File: config.mk
export PLATFORM = sky130hd
export DESIGN_NAME = url_percent_decoder_core_flat
export DESIGN_NICKNAME = d
export VERILOG_FILES = /design/src/rtl/upd_pkg.sv /design/src/rtl/upd_in_if.sv /design/src/rtl/upd_out_if.sv /design/src/rtl/url_percent_decoder_core.sv /design/src/rtl/upd_front.sv /design/src/rtl/upd_queue.sv /design/src/rtl/upd_back.sv /design/src/flat_wrapper.sv
export SDC_FILE = /design/constraint.sdc
export NUM_CORES = 1
export LEC_CHECK = 0
export BUFFER_PORTS_ARGS = -buffer_cell sky130_fd_sc_hd__buf_2
export CAP_MARGIN = 10
export CORE_MARGIN = 1.5
export CORE_UTILIZATION = 45
export CTS_BUF_LIST = sky130_fd_sc_hd__clkbuf_4
export CTS_CLUSTER_DIAMETER = 40
export DETAILED_ROUTE_END_ITERATION = 16
export GPL_ROUTABILITY_DRIVEN = 0
export PLACE_DENSITY_LB_ADDON = 0.3
export REMOVE_ABC_BUFFERS = 1
export SLEW_MARGIN = 25
export SYNTH_ARGS = -nofsm -noshare
export SYNTH_HDL_FRONTEND = slang
export SYNTH_SLANG_ARGS = --single-unit
File: constraint.sdc
create_clock -name clk -period 5.7 [get_ports clk]
set_input_delay 1.14 -clock clk [delete_from_list [all_inputs] [get_ports clk]]
set_output_delay 1.14 -clock clk [all_outputs]
set_load 0.01 [all_outputs]
File: src/rtl/upd_pkg.sv
package upd_pkg;

	localparam int unsigned MaxOut = 3;

	localparam logic [7:0] ChrPct  = 8'h25;
	localparam logic [7:0] ChrNul  = 8'h00;
	localparam logic [7:0] DigLow  = 8'h32;
	localparam logic [7:0] DigHigh = 8'h37;

	localparam logic [1:0] PendNone  = 2'd0;
	localparam logic [1:0] PendPct   = 2'd1;
	localparam logic [1:0] PendDigit = 2'd2;

	// decoded bytes produced by one source byte, oldest in slot 0
	typedef struct packed {
		logic [MaxOut-1:0][7:0] bytes;
		logic [1:0]             cnt;
		logic                   last;
	} upd_entry_t;

endpackage

File: src/rtl/upd_in_if.sv
interface upd_in_if;
	logic       valid;
	logic       ready;
	logic [7:0] in_byte;
	logic       last_in;

	modport source (output valid, output in_byte, output last_in, input ready);
	modport sink (input valid, input in_byte, input last_in, output ready);
endinterface

File: src/rtl/upd_out_if.sv
interface upd_out_if;
	logic       valid;
	logic       ready;
	logic [7:0] out_byte;
	logic       last_out;

	modport source (output valid, output out_byte, output last_out, input ready);
	modport sink (input valid, input out_byte, input last_out, output ready);
endinterface

File: src/rtl/url_percent_decoder_core.sv
// Path: the decoded bytes of a source byte are written into the entry queue as one entry,
// then loaded into the output register (cur_q) before the first of them is offered.
// Throughput: one source byte per cycle; one decoded byte per cycle out while dout.ready
// is high, with a source byte yielding zero to three bytes; the entry queue (QueueDepth)
// absorbs bursts. Input stalls only while that queue is full.
// Reset: arst_n clears held escape state, discard mode, queue and output stage.
module url_percent_decoder_core
	import upd_pkg::*;
#(
	parameter int unsigned QueueDepth = 4
) (
	input  logic      clk,
	input  logic      arst_n,
	upd_in_if.sink    din,
	upd_out_if.source dout
);

	logic       full;
	logic       push;
	upd_entry_t push_data;
	logic       pop;
	logic       avail;
	upd_entry_t pop_data;

	upd_front u_front (
		.clk       (clk),
		.arst_n    (arst_n),
		.din       (din),
		.full      (full),
		.push      (push),
		.push_data (push_data)
	);

	upd_queue #(
		.Depth (QueueDepth)
	) u_queue (
		.clk       (clk),
		.arst_n    (arst_n),
		.push      (push),
		.push_data (push_data),
		.full      (full),
		.pop       (pop),
		.avail     (avail),
		.pop_data  (pop_data)
	);

	upd_back u_back (
		.clk      (clk),
		.arst_n   (arst_n),
		.avail    (avail),
		.pop_data (pop_data),
		.pop      (pop),
		.dout     (dout)
	);

endmodule

File: src/rtl/upd_front.sv
module upd_front
	import upd_pkg::*;
(
	input  logic        clk,
	input  logic        arst_n,
	upd_in_if.sink      din,
	input  logic        full,
	output logic        push,
	output upd_entry_t  push_data
);

	localparam int unsigned NumCodes = 25;
	localparam logic [NumCodes-1:0][7:0] Codes = {
		8'h20, 8'h22, 8'h23, 8'h24, 8'h25, 8'h26, 8'h2B, 8'h2C, 8'h2F, 8'h3A,
		8'h3B, 8'h3C, 8'h3D, 8'h3E, 8'h3F, 8'h40, 8'h5B, 8'h5C, 8'h5D, 8'h5E,
		8'h60, 8'h7B, 8'h7C, 8'h7D, 8'h7E
	};

	logic [1:0] pend_cnt_q;
	logic [7:0] pend_dig_q;
	logic       disc_q;

	logic [1:0] pend_cnt_d;
	logic [7:0] pend_dig_d;
	logic       disc_d;

	logic       acc;
	logic [7:0] b;
	logic [3:0] lo_val;
	logic       lo_ok;
	logic [7:0] code;
	logic       listed;
	logic [MaxOut-1:0][7:0] nb;
	logic [1:0] n;
	logic       lastf;

	assign b   = din.in_byte;
	assign acc = din.valid && din.ready;
	assign din.ready = !full;

	always_comb begin
		lo_ok  = 1'b1;
		lo_val = 4'd0;
		if (b >= 8'h30 && b <= 8'h39) begin
			lo_val = b[3:0];
		end else if ((b >= 8'h61 && b <= 8'h66) || (b >= 8'h41 && b <= 8'h46)) begin
			lo_val = b[3:0] + 4'd9;
		end else begin
			lo_ok = 1'b0;
		end
	end

	assign code = {pend_dig_q[3:0], lo_val};

	always_comb begin
		listed = 1'b0;
		for (int i = 0; i < NumCodes; i++) begin
			if (Codes[i] == code) listed = 1'b1;
		end
	end

	always_comb begin
		nb         = '0;
		n          = 2'd0;
		lastf      = 1'b0;
		pend_cnt_d = pend_cnt_q;
		pend_dig_d = pend_dig_q;
		disc_d     = disc_q;
		if (disc_q) begin
			if (din.last_in) disc_d = 1'b0;
		end else if (b == ChrNul) begin
			if (pend_cnt_q == PendPct || pend_cnt_q == PendDigit) begin
				nb[n] = ChrPct;
				n = n + 2'd1;
			end
			if (pend_cnt_q == PendDigit) begin
				nb[n] = pend_dig_q;
				n = n + 2'd1;
			end
			pend_cnt_d = PendNone;
			pend_dig_d = '0;
			lastf      = 1'b1;
			disc_d     = !din.last_in;
		end else begin
			unique case (pend_cnt_q)
				PendPct: begin
					if (b >= DigLow && b <= DigHigh) begin
						pend_cnt_d = PendDigit;
						pend_dig_d = b;
					end else begin
						nb[n] = ChrPct;
						n = n + 2'd1;
						pend_cnt_d = PendNone;
						if (b == ChrPct) begin
							pend_cnt_d = PendPct;
						end else begin
							nb[n] = b;
							n = n + 2'd1;
						end
					end
				end
				PendDigit: begin
					pend_cnt_d = PendNone;
					pend_dig_d = '0;
					if (lo_ok && listed) begin
						nb[n] = code;
						n = n + 2'd1;
					end else begin
						nb[n] = ChrPct;
						n = n + 2'd1;
						nb[n] = pend_dig_q;
						n = n + 2'd1;
						if (b == ChrPct) begin
							pend_cnt_d = PendPct;
						end else begin
							nb[n] = b;
							n = n + 2'd1;
						end
					end
				end
				default: begin
					pend_cnt_d = PendNone;
					if (b == ChrPct) begin
						pend_cnt_d = PendPct;
					end else begin
						nb[n] = b;
						n = n + 2'd1;
					end
				end
			endcase
			if (din.last_in) begin
				// flush held bytes; at most three bytes can result in total
				if (pend_cnt_d == PendPct || pend_cnt_d == PendDigit) begin
					if (n < 2'd3) begin
						nb[n] = ChrPct;
						n = n + 2'd1;
					end
				end
				if (pend_cnt_d == PendDigit) begin
					if (n < 2'd3) begin
						nb[n] = pend_dig_d;
						n = n + 2'd1;
					end
				end
				pend_cnt_d = PendNone;
				pend_dig_d = '0;
				lastf      = 1'b1;
			end
		end
	end

	assign push           = acc && (n != 2'd0);
	assign push_data.bytes = nb;
	assign push_data.cnt   = n;
	assign push_data.last  = lastf;

	always_ff @(posedge clk or negedge arst_n) begin
		if (!arst_n) begin
			pend_cnt_q <= PendNone;
			pend_dig_q <= '0;
			disc_q     <= 1'b0;
		end else if (acc) begin
			pend_cnt_q <= pend_cnt_d;
			pend_dig_q <= pend_dig_d;
			disc_q     <= disc_d;
		end
	end

endmodule

File: src/rtl/upd_queue.sv
module upd_queue
	import upd_pkg::*;
#(
	parameter int unsigned Depth = 4
) (
	input  logic       clk,
	input  logic       arst_n,
	input  logic       push,
	input  upd_entry_t push_data,
	output logic       full,
	input  logic       pop,
	output logic       avail,
	output upd_entry_t pop_data
);

	localparam int unsigned PtrW = (Depth > 1) ? $clog2(Depth) : 1;
	localparam int unsigned CntW = $clog2(Depth + 1);
	localparam logic [PtrW-1:0] PtrMax = PtrW'(Depth - 1);
	localparam logic [CntW-1:0] CntMax = CntW'(Depth);

	upd_entry_t mem [Depth];
	logic [PtrW-1:0] wr_ptr_q;
	logic [PtrW-1:0] rd_ptr_q;
	logic [CntW-1:0] cnt_q;

	assign full     = (cnt_q == CntMax);
	assign avail    = (cnt_q != '0);
	assign pop_data = mem[rd_ptr_q];

	always_ff @(posedge clk) begin
		if (push) mem[wr_ptr_q] <= push_data;
	end

	always_ff @(posedge clk or negedge arst_n) begin
		if (!arst_n) begin
			wr_ptr_q <= '0;
			rd_ptr_q <= '0;
			cnt_q    <= '0;
		end else begin
			if (push) wr_ptr_q <= (wr_ptr_q == PtrMax) ? '0 : wr_ptr_q + 1'b1;
			if (pop)  rd_ptr_q <= (rd_ptr_q == PtrMax) ? '0 : rd_ptr_q + 1'b1;
			if (push && !pop)      cnt_q <= cnt_q + 1'b1;
			else if (pop && !push) cnt_q <= cnt_q - 1'b1;
		end
	end

endmodule

File: src/rtl/upd_back.sv
module upd_back
	import upd_pkg::*;
(
	input  logic        clk,
	input  logic        arst_n,
	input  logic        avail,
	input  upd_entry_t  pop_data,
	output logic        pop,
	upd_out_if.source   dout
);

	upd_entry_t cur_q;
	logic [1:0] idx_q;
	logic       busy_q;
	logic       done;
	logic       xfer;

	assign done = (idx_q == cur_q.cnt - 2'd1);
	assign xfer = dout.valid && dout.ready;
	// refill when idle, or as the last byte of the current entry transfers
	assign pop  = avail && (!busy_q || (xfer && done));

	assign dout.valid    = busy_q;
	assign dout.out_byte = cur_q.bytes[idx_q];
	assign dout.last_out = cur_q.last && done;

	always_ff @(posedge clk) begin
		if (pop) cur_q <= pop_data;
	end

	always_ff @(posedge clk or negedge arst_n) begin
		if (!arst_n) begin
			busy_q <= 1'b0;
			idx_q  <= '0;
		end else if (pop) begin
			busy_q <= 1'b1;
			idx_q  <= '0;
		end else if (xfer) begin
			if (done) busy_q <= 1'b0;
			else      idx_q  <= idx_q + 2'd1;
		end
	end

endmodule

File: src/flat_wrapper.sv
// flat-port wrapper written by rule: the top's interface ports become plain ports
module url_percent_decoder_core_flat import upd_pkg::*;
#(
	parameter int unsigned QueueDepth = 4
)
  (clk, arst_n, din_valid, din_in_byte, din_last_in, din_ready, dout_valid, dout_out_byte, dout_last_out, dout_ready);
  upd_in_if din_i ();
  upd_out_if dout_i ();
  input  logic clk;
  input  logic arst_n;
  input wire logic [$bits(din_i.valid)-1:0] din_valid;
  input wire logic [$bits(din_i.in_byte)-1:0] din_in_byte;
  input wire logic [$bits(din_i.last_in)-1:0] din_last_in;
  output wire logic [$bits(din_i.ready)-1:0] din_ready;
  output wire logic [$bits(dout_i.valid)-1:0] dout_valid;
  output wire logic [$bits(dout_i.out_byte)-1:0] dout_out_byte;
  output wire logic [$bits(dout_i.last_out)-1:0] dout_last_out;
  input wire logic [$bits(dout_i.ready)-1:0] dout_ready;
  assign din_i.valid = din_valid;
  assign din_i.in_byte = din_in_byte;
  assign din_i.last_in = din_last_in;
  assign din_ready = din_i.ready;
  assign dout_valid = dout_i.valid;
  assign dout_out_byte = dout_i.out_byte;
  assign dout_last_out = dout_i.last_out;
  assign dout_i.ready = dout_ready;
  url_percent_decoder_core #(.QueueDepth(QueueDepth)) u_core (.clk(clk), .arst_n(arst_n), .din(din_i), .dout(dout_i));
endmodule
==> results of run 1 <==
[registers in the layout, summed over array words and instances, names as in the netlist, 2 cells and up]
register,flops
u_core.u_queue.wr_ptr_q,2
u_core.u_back.cur_q,27
u_core.u_front.pend_cnt_q,2
u_core.u_back.idx_q,2
u_core.u_queue.cnt_q,3
u_core.u_queue.rd_ptr_q,2
u_core.u_front.pend_dig_q,8
u_core.u_queue.mem,108
[final cells by class]
type | instances | area [um2]
fill | 1350 | 7890
timing repair buffer | 37 | 220
antenna | 1 | 2.50
clock buffer | 17 | 128
tap | 216 | 270
inverter | 13 | 48.8
clock inverter | 15 | 186
multi-input combinational | 325 | 2730
sequential | 156 | 4580
[Yosys cell counts, types with 4 or more instances]
cell type | instances | share of area (%)
inv_1 | 13 | 0.65
ha_1 | 14 | 2.3
mux4_2 | 27 | 8.2
mux2i_1 | 9 | 1.2
dfrtp_1 | 21 | 7.0
a32o_1 | 7 | 0.94
o21ai_0 | 19 | 1.3
and2_1 | 12 | 1.0
and3_1 | 4 | 0.34
nand3_1 | 13 | 0.87
a21o_1 | 4 | 0.40
o31ai_1 | 4 | 0.40
nand2_1 | 39 | 2.0
xnor2_1 | 7 | 0.82
a31oi_1 | 5 | 0.42
mux2_2 | 6 | 0.91
nor2_1 | 28 | 1.4
a21oi_1 | 17 | 1.1
buf_1 | 5 | 0.25
a22o_1 | 12 | 1.4
nor2b_1 | 7 | 0.59
nor3_1 | 10 | 0.67
edfxtp_1 | 135 | 54
nand2b_1 | 5 | 0.42
clkbuf_1 | 18 | 0.91
[power breakdown]
part	total (uW)	switching [uW]	leakage [uW]	internal, uW
registers	1640	139	0.00154	1500
clock network	703	393	0.000157	311
logic	769	402	0.00116	368
[per-layer routing]
metal	vias up	wire length, um	part of all wire (%)
li1	2106	-	-
met1	2272	6660	43
met2	187	7610	49
met3	25	911	5.9
met4	0	303	2.0
met5	-	0	0
[logic make-up (layout without fill, tap and decap cells)]
family	Yosys count	in the layout	synth area share [%]
fa+ha+maj	15	15	2.62
xor+xnor	10	10	1.17
simple gates	150	150	10.9
flops	156	156	61.4
mux	47	47	11.2
compound gates	103	103	10.7
buf+inv	39	82	2.01
other cells	0	1	0
[layout by cell type (no fill, tap or decap), drive strengths merged, types with 7 or more instances in the layout]
cell type / instances
clkbuf: 17
and2: 12
nor2: 29
ha: 14
nor3: 11
edfxtp: 135
mux2: 8
inv: 17
dfrtp: 21
nor2b: 7
nand2: 40
buf: 37
nand3: 13
xnor2: 7
o21ai: 19
a22o: 12
a32o: 7
a21oi: 18
mux4: 27
mux2i: 12
[worst min-delay path by stage]
stage	start	end	slack (ns)	depth (start not counted)
floorplan	u_core.u_queue.cnt_q[2]	u_core.u_queue.cnt_q[2]	0.48	1
global placement	u_core.u_queue.cnt_q[2]	u_core.u_queue.cnt_q[2]	0.49	1
detailed placement	u_core.u_queue.cnt_q[2]	u_core.u_queue.cnt_q[2]	0.53	1
CTS	arst_n	u_core.u_queue.wr_ptr_q[0]	0.54	1
global route	u_core.u_queue.cnt_q[2]	u_core.u_queue.cnt_q[2]	0.55	1
finish	u_core.u_queue.cnt_q[2]	u_core.u_queue.cnt_q[2]	0.54	1
[critical path, cell delays in order]
cell and delay [ns]:
buf_2 0.17, inv_1 0.11, ha_1 0.23, or3b_1 0.41, and3_1 0.30, mux2i_4 0.23, and4b_1 0.25, a21o_1 0.19
o22ai_4 0.12, nand2_2 0.07, a21o_1 0.21, ha_1 0.37, nor2b_1 0.23, nor2_1 0.05, o21ai_0 0.21, nand2_1 0.09
o21bai_2 0.19, a21oi_4 0.08, ha_1 0.20, inv_1 0.07, fa_1 0.40, mux2_2 0.27
[per-stage QoR]
stage                     setup slack (ns)  util, %  instances  hold WS (ns)  total power (uW)
final                                0.509     50.9        780         0.541              3110
after global routing                 0.254     50.9        780         0.550              3290
after CTS                            0.622     50.8        779         0.540              3160
after detailed placement            0.0218     48.9        747         0.525              2460
after global placement               0.207     48.9        747         0.493              2420
after floorplan                      0.361        -        494         0.475              2180
==> flow_summary.json, run 1 <==
{
  "die_h_um": 132,
  "slew_viol_final": 0,
  "post-dp-hpwl_um": 10300,
  "setup_viol": 0,
  "antenna_found_initial": 1,
  "vias_per_cell": 5.88,
  "area_delta_synth_final_pct": 9.55,
  "fmax_mhz": 193,
  "p_leak_uw": 0.00286,
  "syn_inst": 520,
  "slew_headroom_pct": 52.2,
  "syn_area_mm2": 0.00746,
  "die_w_um": 132,
  "grt_pass1_wl_um": 25000,
  "clk_latency_ns": 0.52,
  "rsz0062_at_grt": "false",
  "grt_max_degree": 33,
  "fin_crit_ns": 5.19,
  "globalRouteMet3Util_pct": 3.08,
  "grt.busiest_layer": "met2",
  "hold_path_class": "reg2reg",
  "detail-route-antenna-nets": 0,
  "drv_cap": 0,
  "cts_buffers": 17,
  "cts_tree": "yes",
  "yosysWarnings": 0,
  "path_clk_slew_ns": 0.14,
  "post_drt_wl_per_cell_um": 19.9,
  "drive_gt1_share_pct": 22.6,
  "use_met2_pct": 31.2,
  "layout.nets": 578,
  "synthArstFlopShare_pct": 13.5,
  "vias": 4590,
  "tightest_slew_ns": 0.716,
  "cts_buffer_depth": 2,
  "postCtsHoldBufs": 0,
  "overflow": 0,
  "critPathLaunch": "din_in_byte[1]",
  "crit_type": "in2reg",
  "placed_area_mm2": 0.00785,
  "cp-start-kind": "primary input",
  "ys_seq_area_share_pct": 61.4,
  "drt_iter0_markers": 583,
  "core_mm2": 0.0161,
  "outcome": "finished, final reports clean",
  "root_buffer": "clkbuf_4",
  "ir_worst_vdd_uv": 211,
  "required_ns": 6.12,
  "finalHoldViolCount": 0,
  "final_cell_area_mm2": 0.00817,
  "setup_tns_ns": 0,
  "crit_end": "u_core.u_queue.cnt_q[1]",
  "synth_edf_count": 135,
  "cp-end-kind": "flop",
  "use_met1_pct": 24.1,
  "port_buffers": 23,
  "ys_ff_latch": 156,
  "io-pin-count": 24,
  "routed_wirelength_um": 15500,
  "clock_sinks": 156,
  "grt_pass1_vias": 4673,
  "start_util_pct": 46.4,
  "r2r_setup_slack_ns": 1.43,
  "std_cell_rows": 46,
  "skew_ns": 0.0250,
  "min_period_over_period_pct": 91.1,
  "crit_fanout": 8,
  "ys.flop_type": "edfxtp_1",
  "r2r_end": "u_core.u_queue.cnt_q[1]",
  "synth.distinct_cells": 78,
  "cts-htree-levels": 4,
  "drtPass1Iterations": 6,
  "drc": 0,
  "worstReg2RegStart": "u_core.u_front.pend_dig_q[0]",
  "fp.dieArea_mm2": 0.0174,
  "critPathArrivalTime_ns": 5.61,
  "cts.repair.resized": 0,
  "r2r_cells": 19,
  "track_usage_pct": 18.5,
  "synth.avg_cell_area_um2": 14.3,
  "power_density_mw_per_mm2": 381,
  "post_cts_buffers": 0
}
Note: power is estimated with default switching activity, not from simulation.
==> inputs of run 2 (changes only) <==
--- a/config.mk
+++ b/config.mk
@@ -13,6 +13,7 @@
 export CTS_CLUSTER_DIAMETER = 40
 export DETAILED_ROUTE_END_ITERATION = 16
 export GPL_ROUTABILITY_DRIVEN = 0
+export MAX_ROUTING_LAYER = met4
 export PLACE_DENSITY_LB_ADDON = 0.3
 export REMOVE_ABC_BUFFERS = 1
 export SLEW_MARGIN = 25
==> flow_summary.json, run 2 (synthesis gave the netlist of run 1 again) <==
{
  "drv_cap": 0,
  "finalPower_uw": 3120,
  "place_inst": 747,
  "vias_per_cell": 5.97,
  "slew_headroom_pct": 52.0,
  "drc": 0,
  "post-dp-hpwl_um": 10300,
  "grt_max_degree": 33,
  "crit_path_top_delay_cell": "or3b_1",
  "rsz0062_at_grt": "false",
  "slew_viol_final": 0,
  "cp-start-kind": "primary input",
  "ir_worst_vdd_uv": 212,
  "port_buffers": 23,
  "p_leak_uw": 0.00286,
  "start_util_pct": 46.4,
  "clk_latency_ns": 0.52,
  "layout.nets": 578,
  "clock_sinks": 156,
  "root_buffer": "clkbuf_4",
  "fin_cells": 780,
  "antenna_found_initial": 1,
  "skew_ns": 0.0244,
  "fin_crit_ns": 5.17,
  "fillers": 1350,
  "drt_iter0_markers": 589,
  "drtPass1Iterations": 5,
  "power_density_mw_per_mm2": 382,
  "finalHoldViolCount": 0,
  "core_mm2": 0.0161,
  "cts_tree": "yes",
  "routed_wirelength_um": 15600,
  "outcome": "finished, final reports clean",
  "regMostFlops": "u_core.u_queue.mem",
  "fp.dieArea_mm2": 0.0174,
  "cts_buffer_depth": 2,
  "cts_buffers": 17,
  "cts.repair.resized": 0,
  "std_cell_rows": 46,
  "grt_pass1_vias": 4663,
  "path_clk_slew_ns": 0.14,
  "track_usage_pct": 19.1,
  "crit_fanout": 8,
  "crit_family": "simple AND/OR/NAND/NOR gates",
  "hold_path_class": "reg2reg",
  "setup_tns_ns": 0,
  "mostFrequentLayoutCells": "edfxtp_1, nand2_1, nor2_1, mux4_2, buf_2",
  "overflow": 0,
  "path_common_cell": "ha_1",
  "cts-htree-levels": 4,
  "reg_top3": "u_core.u_queue.mem x108, u_core.u_back.cur_q x27, u_core.u_front.pend_dig_q x8",
  "tightest_slew_ns": 0.720,
  "cp-end-kind": "flop",
  "post_drt_wl_per_cell_um": 19.9,
  "area_delta_synth_final_pct": 9.55,
  "largest_reg_flops": 108,
  "io-pin-count": 24,
  "vias": 4657,
  "fmax_mhz": 193,
  "critPathArrivalTime_ns": 5.60,
  "required_ns": 6.13,
  "crit_type": "in2reg",
  "slowest_delay_ns": 0.40,
  "die_h_um": 132,
  "detail-route-antenna-nets": 0,
  "cp_num_buf_inv": 3,
  "postCtsHoldBufs": 0,
  "min_period_over_period_pct": 90.7,
  "final_common_cell": "edfxtp_1",
  "drive_gt1_share_pct": 22.6,
  "hold_ws_ns": 0.543,
  "setup_viol": 0,
  "die_w_um": 132,
  "crit_chain": "buf_2 > inv_1 > ha_1 > or3b_1 > and3_1 > mux2i_4 > and4b_1 > a21o_1 > o22ai_4 > nand2_2 > a21o_1 > ha_1 > nor2b_1 > nor2_1 > o21ai_0 > nand2_1 > o21bai_2 > a21oi_4 > ha_1 > inv_1 > fa_1 > mux2_2",
  "grt_pass1_wl_um": 25000,
  "post_cts_buffers": 0
}
run 2: cell counts in the layout (fill, tap and decap cells not counted):
Identical to the previous run, type by type.
run 2: path summary, 6_finish.rpt:
| path | start | end | slack, ns | cells after the start |
|---|---|---|---|---|
| setup / recovery | din_in_byte[1] | u_core.u_queue.cnt_q[1] | 0.53 | 22 |
| hold / removal | u_core.u_queue.cnt_q[2] | u_core.u_queue.cnt_q[2] | 0.54 | 1 |
| max in group asynchronous | arst_n | u_core.u_queue.rd_ptr_q[0] | 4.70 | 1 |
| min in group asynchronous | arst_n | u_core.u_queue.wr_ptr_q[0] | 0.58 | 1 |
| setup reg to reg | u_core.u_front.pend_dig_q[0] | u_core.u_queue.cnt_q[1] | 1.42 | 19 |
| hold reg to reg | u_core.u_queue.cnt_q[2] | u_core.u_queue.cnt_q[2] | 0.54 | 1 |
run 2: layer usage:
metal | global-route usage (%) | part of all wire (%) | vias up | routed length [um]
li1 | - | - | 2103 | -
met1 | 24.2 | 43 | 2306 | 6680
met2 | 31.2 | 49 | 212 | 7610
met3 | 3.08 | 5.8 | 36 | 908
met4 | 7.10 | 2.3 | 0 | 358
met5 | - | 0 | - | 0
run 2: layout make-up:
type                            instances  area (um2)  area share (%)
Clock buffer                           17         128            1.56
Clock inverter                         15         186            2.28
Multi-Input combinational cell        325        2730            33.4
Inverter                               13        48.8           0.597
Antenna cell                            1        2.50          0.0306
Sequential cell                       156        4580            56.1
Tap cell                              216         270            3.31
Timing Repair Buffer                   37         220            2.70
run 2: stage by stage:
step / utilization [%] / setup slack [ns] / cell area [um2]
final: 50.9 / 0.530 / 8170
after global routing: 50.9 / 0.256 / 8170
after CTS: 50.8 / 0.622 / 8160
after detailed placement: 48.9 / 0.0218 / 7850
after global placement: 48.9 / 0.207 / 7850
after floorplan: - / 0.361 / 7360
run 2: report_power, final:
| group | switching, uW | internal [uW] | leakage, uW |
|---|---|---|---|
| Combinational | 402 | 368 | 0.00116 |
| Sequential | 139 | 1500 | 0.00154 |
| Clock | 397 | 311 | 0.000157 |
==> inputs of run 3 (changes only) <==
--- a/config.mk
+++ b/config.mk
@@ -15,6 +15,7 @@
 export GPL_ROUTABILITY_DRIVEN = 0
 export MAX_ROUTING_LAYER = met4
 export PLACE_DENSITY_LB_ADDON = 0.3
+export RECOVER_POWER = 50
 export REMOVE_ABC_BUFFERS = 1
 export SLEW_MARGIN = 25
 export SYNTH_ARGS = -nofsm -noshare
==> flow_summary.json, run 3 (synthesis gave the netlist of run 1 again) <==
{
  "critPathArrivalTime_ns": 5.68,
  "start_util_pct": 46.4,
  "crit_fanout": 8,
  "cp-end-kind": "flop",
  "rsz0062_at_grt": "false",
  "drv_cap": 2,
  "routed_wirelength_um": 15600,
  "vias_per_cell": 5.89,
  "antenna_found_initial": 1,
  "slew_headroom_pct": -22.7,
  "final_cell_area_mm2": 0.00812,
  "clock_sinks": 156,
  "fin_util_pct": 50.6,
  "overflow": 0,
  "min_period_over_period_pct": 92.4,
  "grt_pass1_vias": 4663,
  "std_cell_rows": 46,
  "cp-start-kind": "primary input",
  "cts_tree": "yes",
  "reg_top3": "u_core.u_queue.mem x108, u_core.u_back.cur_q x27, u_core.u_front.pend_dig_q x8",
  "skew_ns": 0.0273,
  "cts.repair.resized": 0,
  "hold_path_class": "reg2reg",
  "io-pin-count": 24,
  "power_density_mw_per_mm2": 383,
  "post_cts_buffers": 0,
  "grt_max_degree": 33,
  "core_mm2": 0.0161,
  "finalPower_uw": 3110,
  "tightest_slew_ns": 1.84,
  "placed_area_mm2": 0.00785,
  "die_w_um": 132,
  "post-dp-hpwl_um": 10300,
  "fp.dieArea_mm2": 0.0174,
  "largest_reg_flops": 108,
  "area_delta_synth_final_pct": 8.89,
  "track_usage_pct": 19.1,
  "hold_ws_ns": 0.544,
  "root_buffer": "clkbuf_4",
  "outcome": "finished, violations left",
  "layout.nets": 578,
  "path_clk_slew_ns": 0.14,
  "drive_gt1_share_pct": 18.7,
  "detail-route-antenna-nets": 0,
  "mostFrequentLayoutCells": "edfxtp_1, nand2_1, nor2_1, mux4_2, dfrtp_1",
  "setup_viol": 0,
  "fmax_mhz": 190,
  "regMostFlops": "u_core.u_queue.mem",
  "required_ns": 6.12,
  "drt_iter0_markers": 603,
  "violations": "max-capacitance violations, max-slew violations",
  "drc": 0,
  "fillers": 1362,
  "clk_latency_ns": 0.51,
  "fin_crit_ns": 5.27,
  "cts_buffer_depth": 2,
  "finalHoldViolCount": 0,
  "p_leak_uw": 0.00282,
  "crit_type": "in2reg",
  "drtPass1Iterations": 6,
  "cts-htree-levels": 4,
  "final_common_cell": "edfxtp_1",
  "post_drt_wl_per_cell_um": 20.0,
  "port_buffers": 23,
  "postCtsHoldBufs": 0,
  "setup_tns_ns": 0,
  "cts_buffers": 17,
  "grt_pass1_wl_um": 25000,
  "ir_worst_vdd_uv": 212,
  "slew_viol_final": 64,
  "vias": 4592,
  "die_h_um": 132
}
[run 3: cell types whose count changed in the layout (fill, tap and decap cells not counted), sizes merged]
cell,delta
buf,-14
clkbuf,+14
[run 3: critical path, stage by stage]
cell and delay [ns]:
buf_2 0.17, inv_1 0.12, ha_1 0.23, or3b_1 0.40, and3_1 0.28, mux2i_4 0.22, and4b_1 0.25, a21o_1 0.16
o22ai_1 0.23, nand2_2 0.09, a21o_1 0.21, ha_1 0.37, nor2b_1 0.24, nor2_1 0.05, o21ai_0 0.21, nand2_1 0.09
o21bai_2 0.19, a21oi_4 0.08, ha_1 0.20, inv_1 0.07, fa_1 0.40, mux2_2 0.28
[run 3: metrics by stage]
stage                     worst slack, ns  std cells
final                               0.433        780
after global routing                0.168        780
after CTS                           0.622        779
after detailed placement           0.0218        747
after global placement              0.207        747
after floorplan                     0.361        494
[run 3: final cells by class]
class | instances | area (um2) | area share (%)
antenna | 1 | 2.50 | 0.0308
clock buffer | 17 | 128 | 1.57
clock inverter | 15 | 186 | 2.30
inverter | 13 | 48.8 | 0.601
multi-input combinational | 325 | 2710 | 33.4
sequential | 156 | 4580 | 56.4
tap | 216 | 270 | 3.33
timing repair buffer | 37 | 198 | 2.43
[run 3: final timing paths]
kind	depth (start not counted)	from	slack, ns	end
min	1	u_core.u_queue.cnt_q[2]	0.54	u_core.u_queue.cnt_q[2]
max reg2reg	19	u_core.u_front.pend_dig_q[0]	1.34	u_core.u_queue.cnt_q[1]
max	22	din_in_byte[1]	0.43	u_core.u_queue.cnt_q[1]
max in group asynchronous	1	arst_n	4.05	u_core.u_back.idx_q[1]
min reg2reg	1	u_core.u_queue.cnt_q[2]	0.54	u_core.u_queue.cnt_q[2]
min in group asynchronous	1	arst_n	0.88	u_core.u_queue.wr_ptr_q[0]
[run 3: routing by layer]
layer	GRT usage, %	part of all wire [%]	vias up
met5	-	0	-
met4	7.10	2.3	0
met3	3.08	5.7	30
met2	31.2	49	189
met1	24.2	43	2269
li1	-	-	2104
[run 3: power by group]
part	leakage (uW)	internal (uW)	switching [uW]
combinational	0.00111	360	404
sequential	0.00154	1500	139
clock	0.000157	311	393
total	0.00282	2170	936
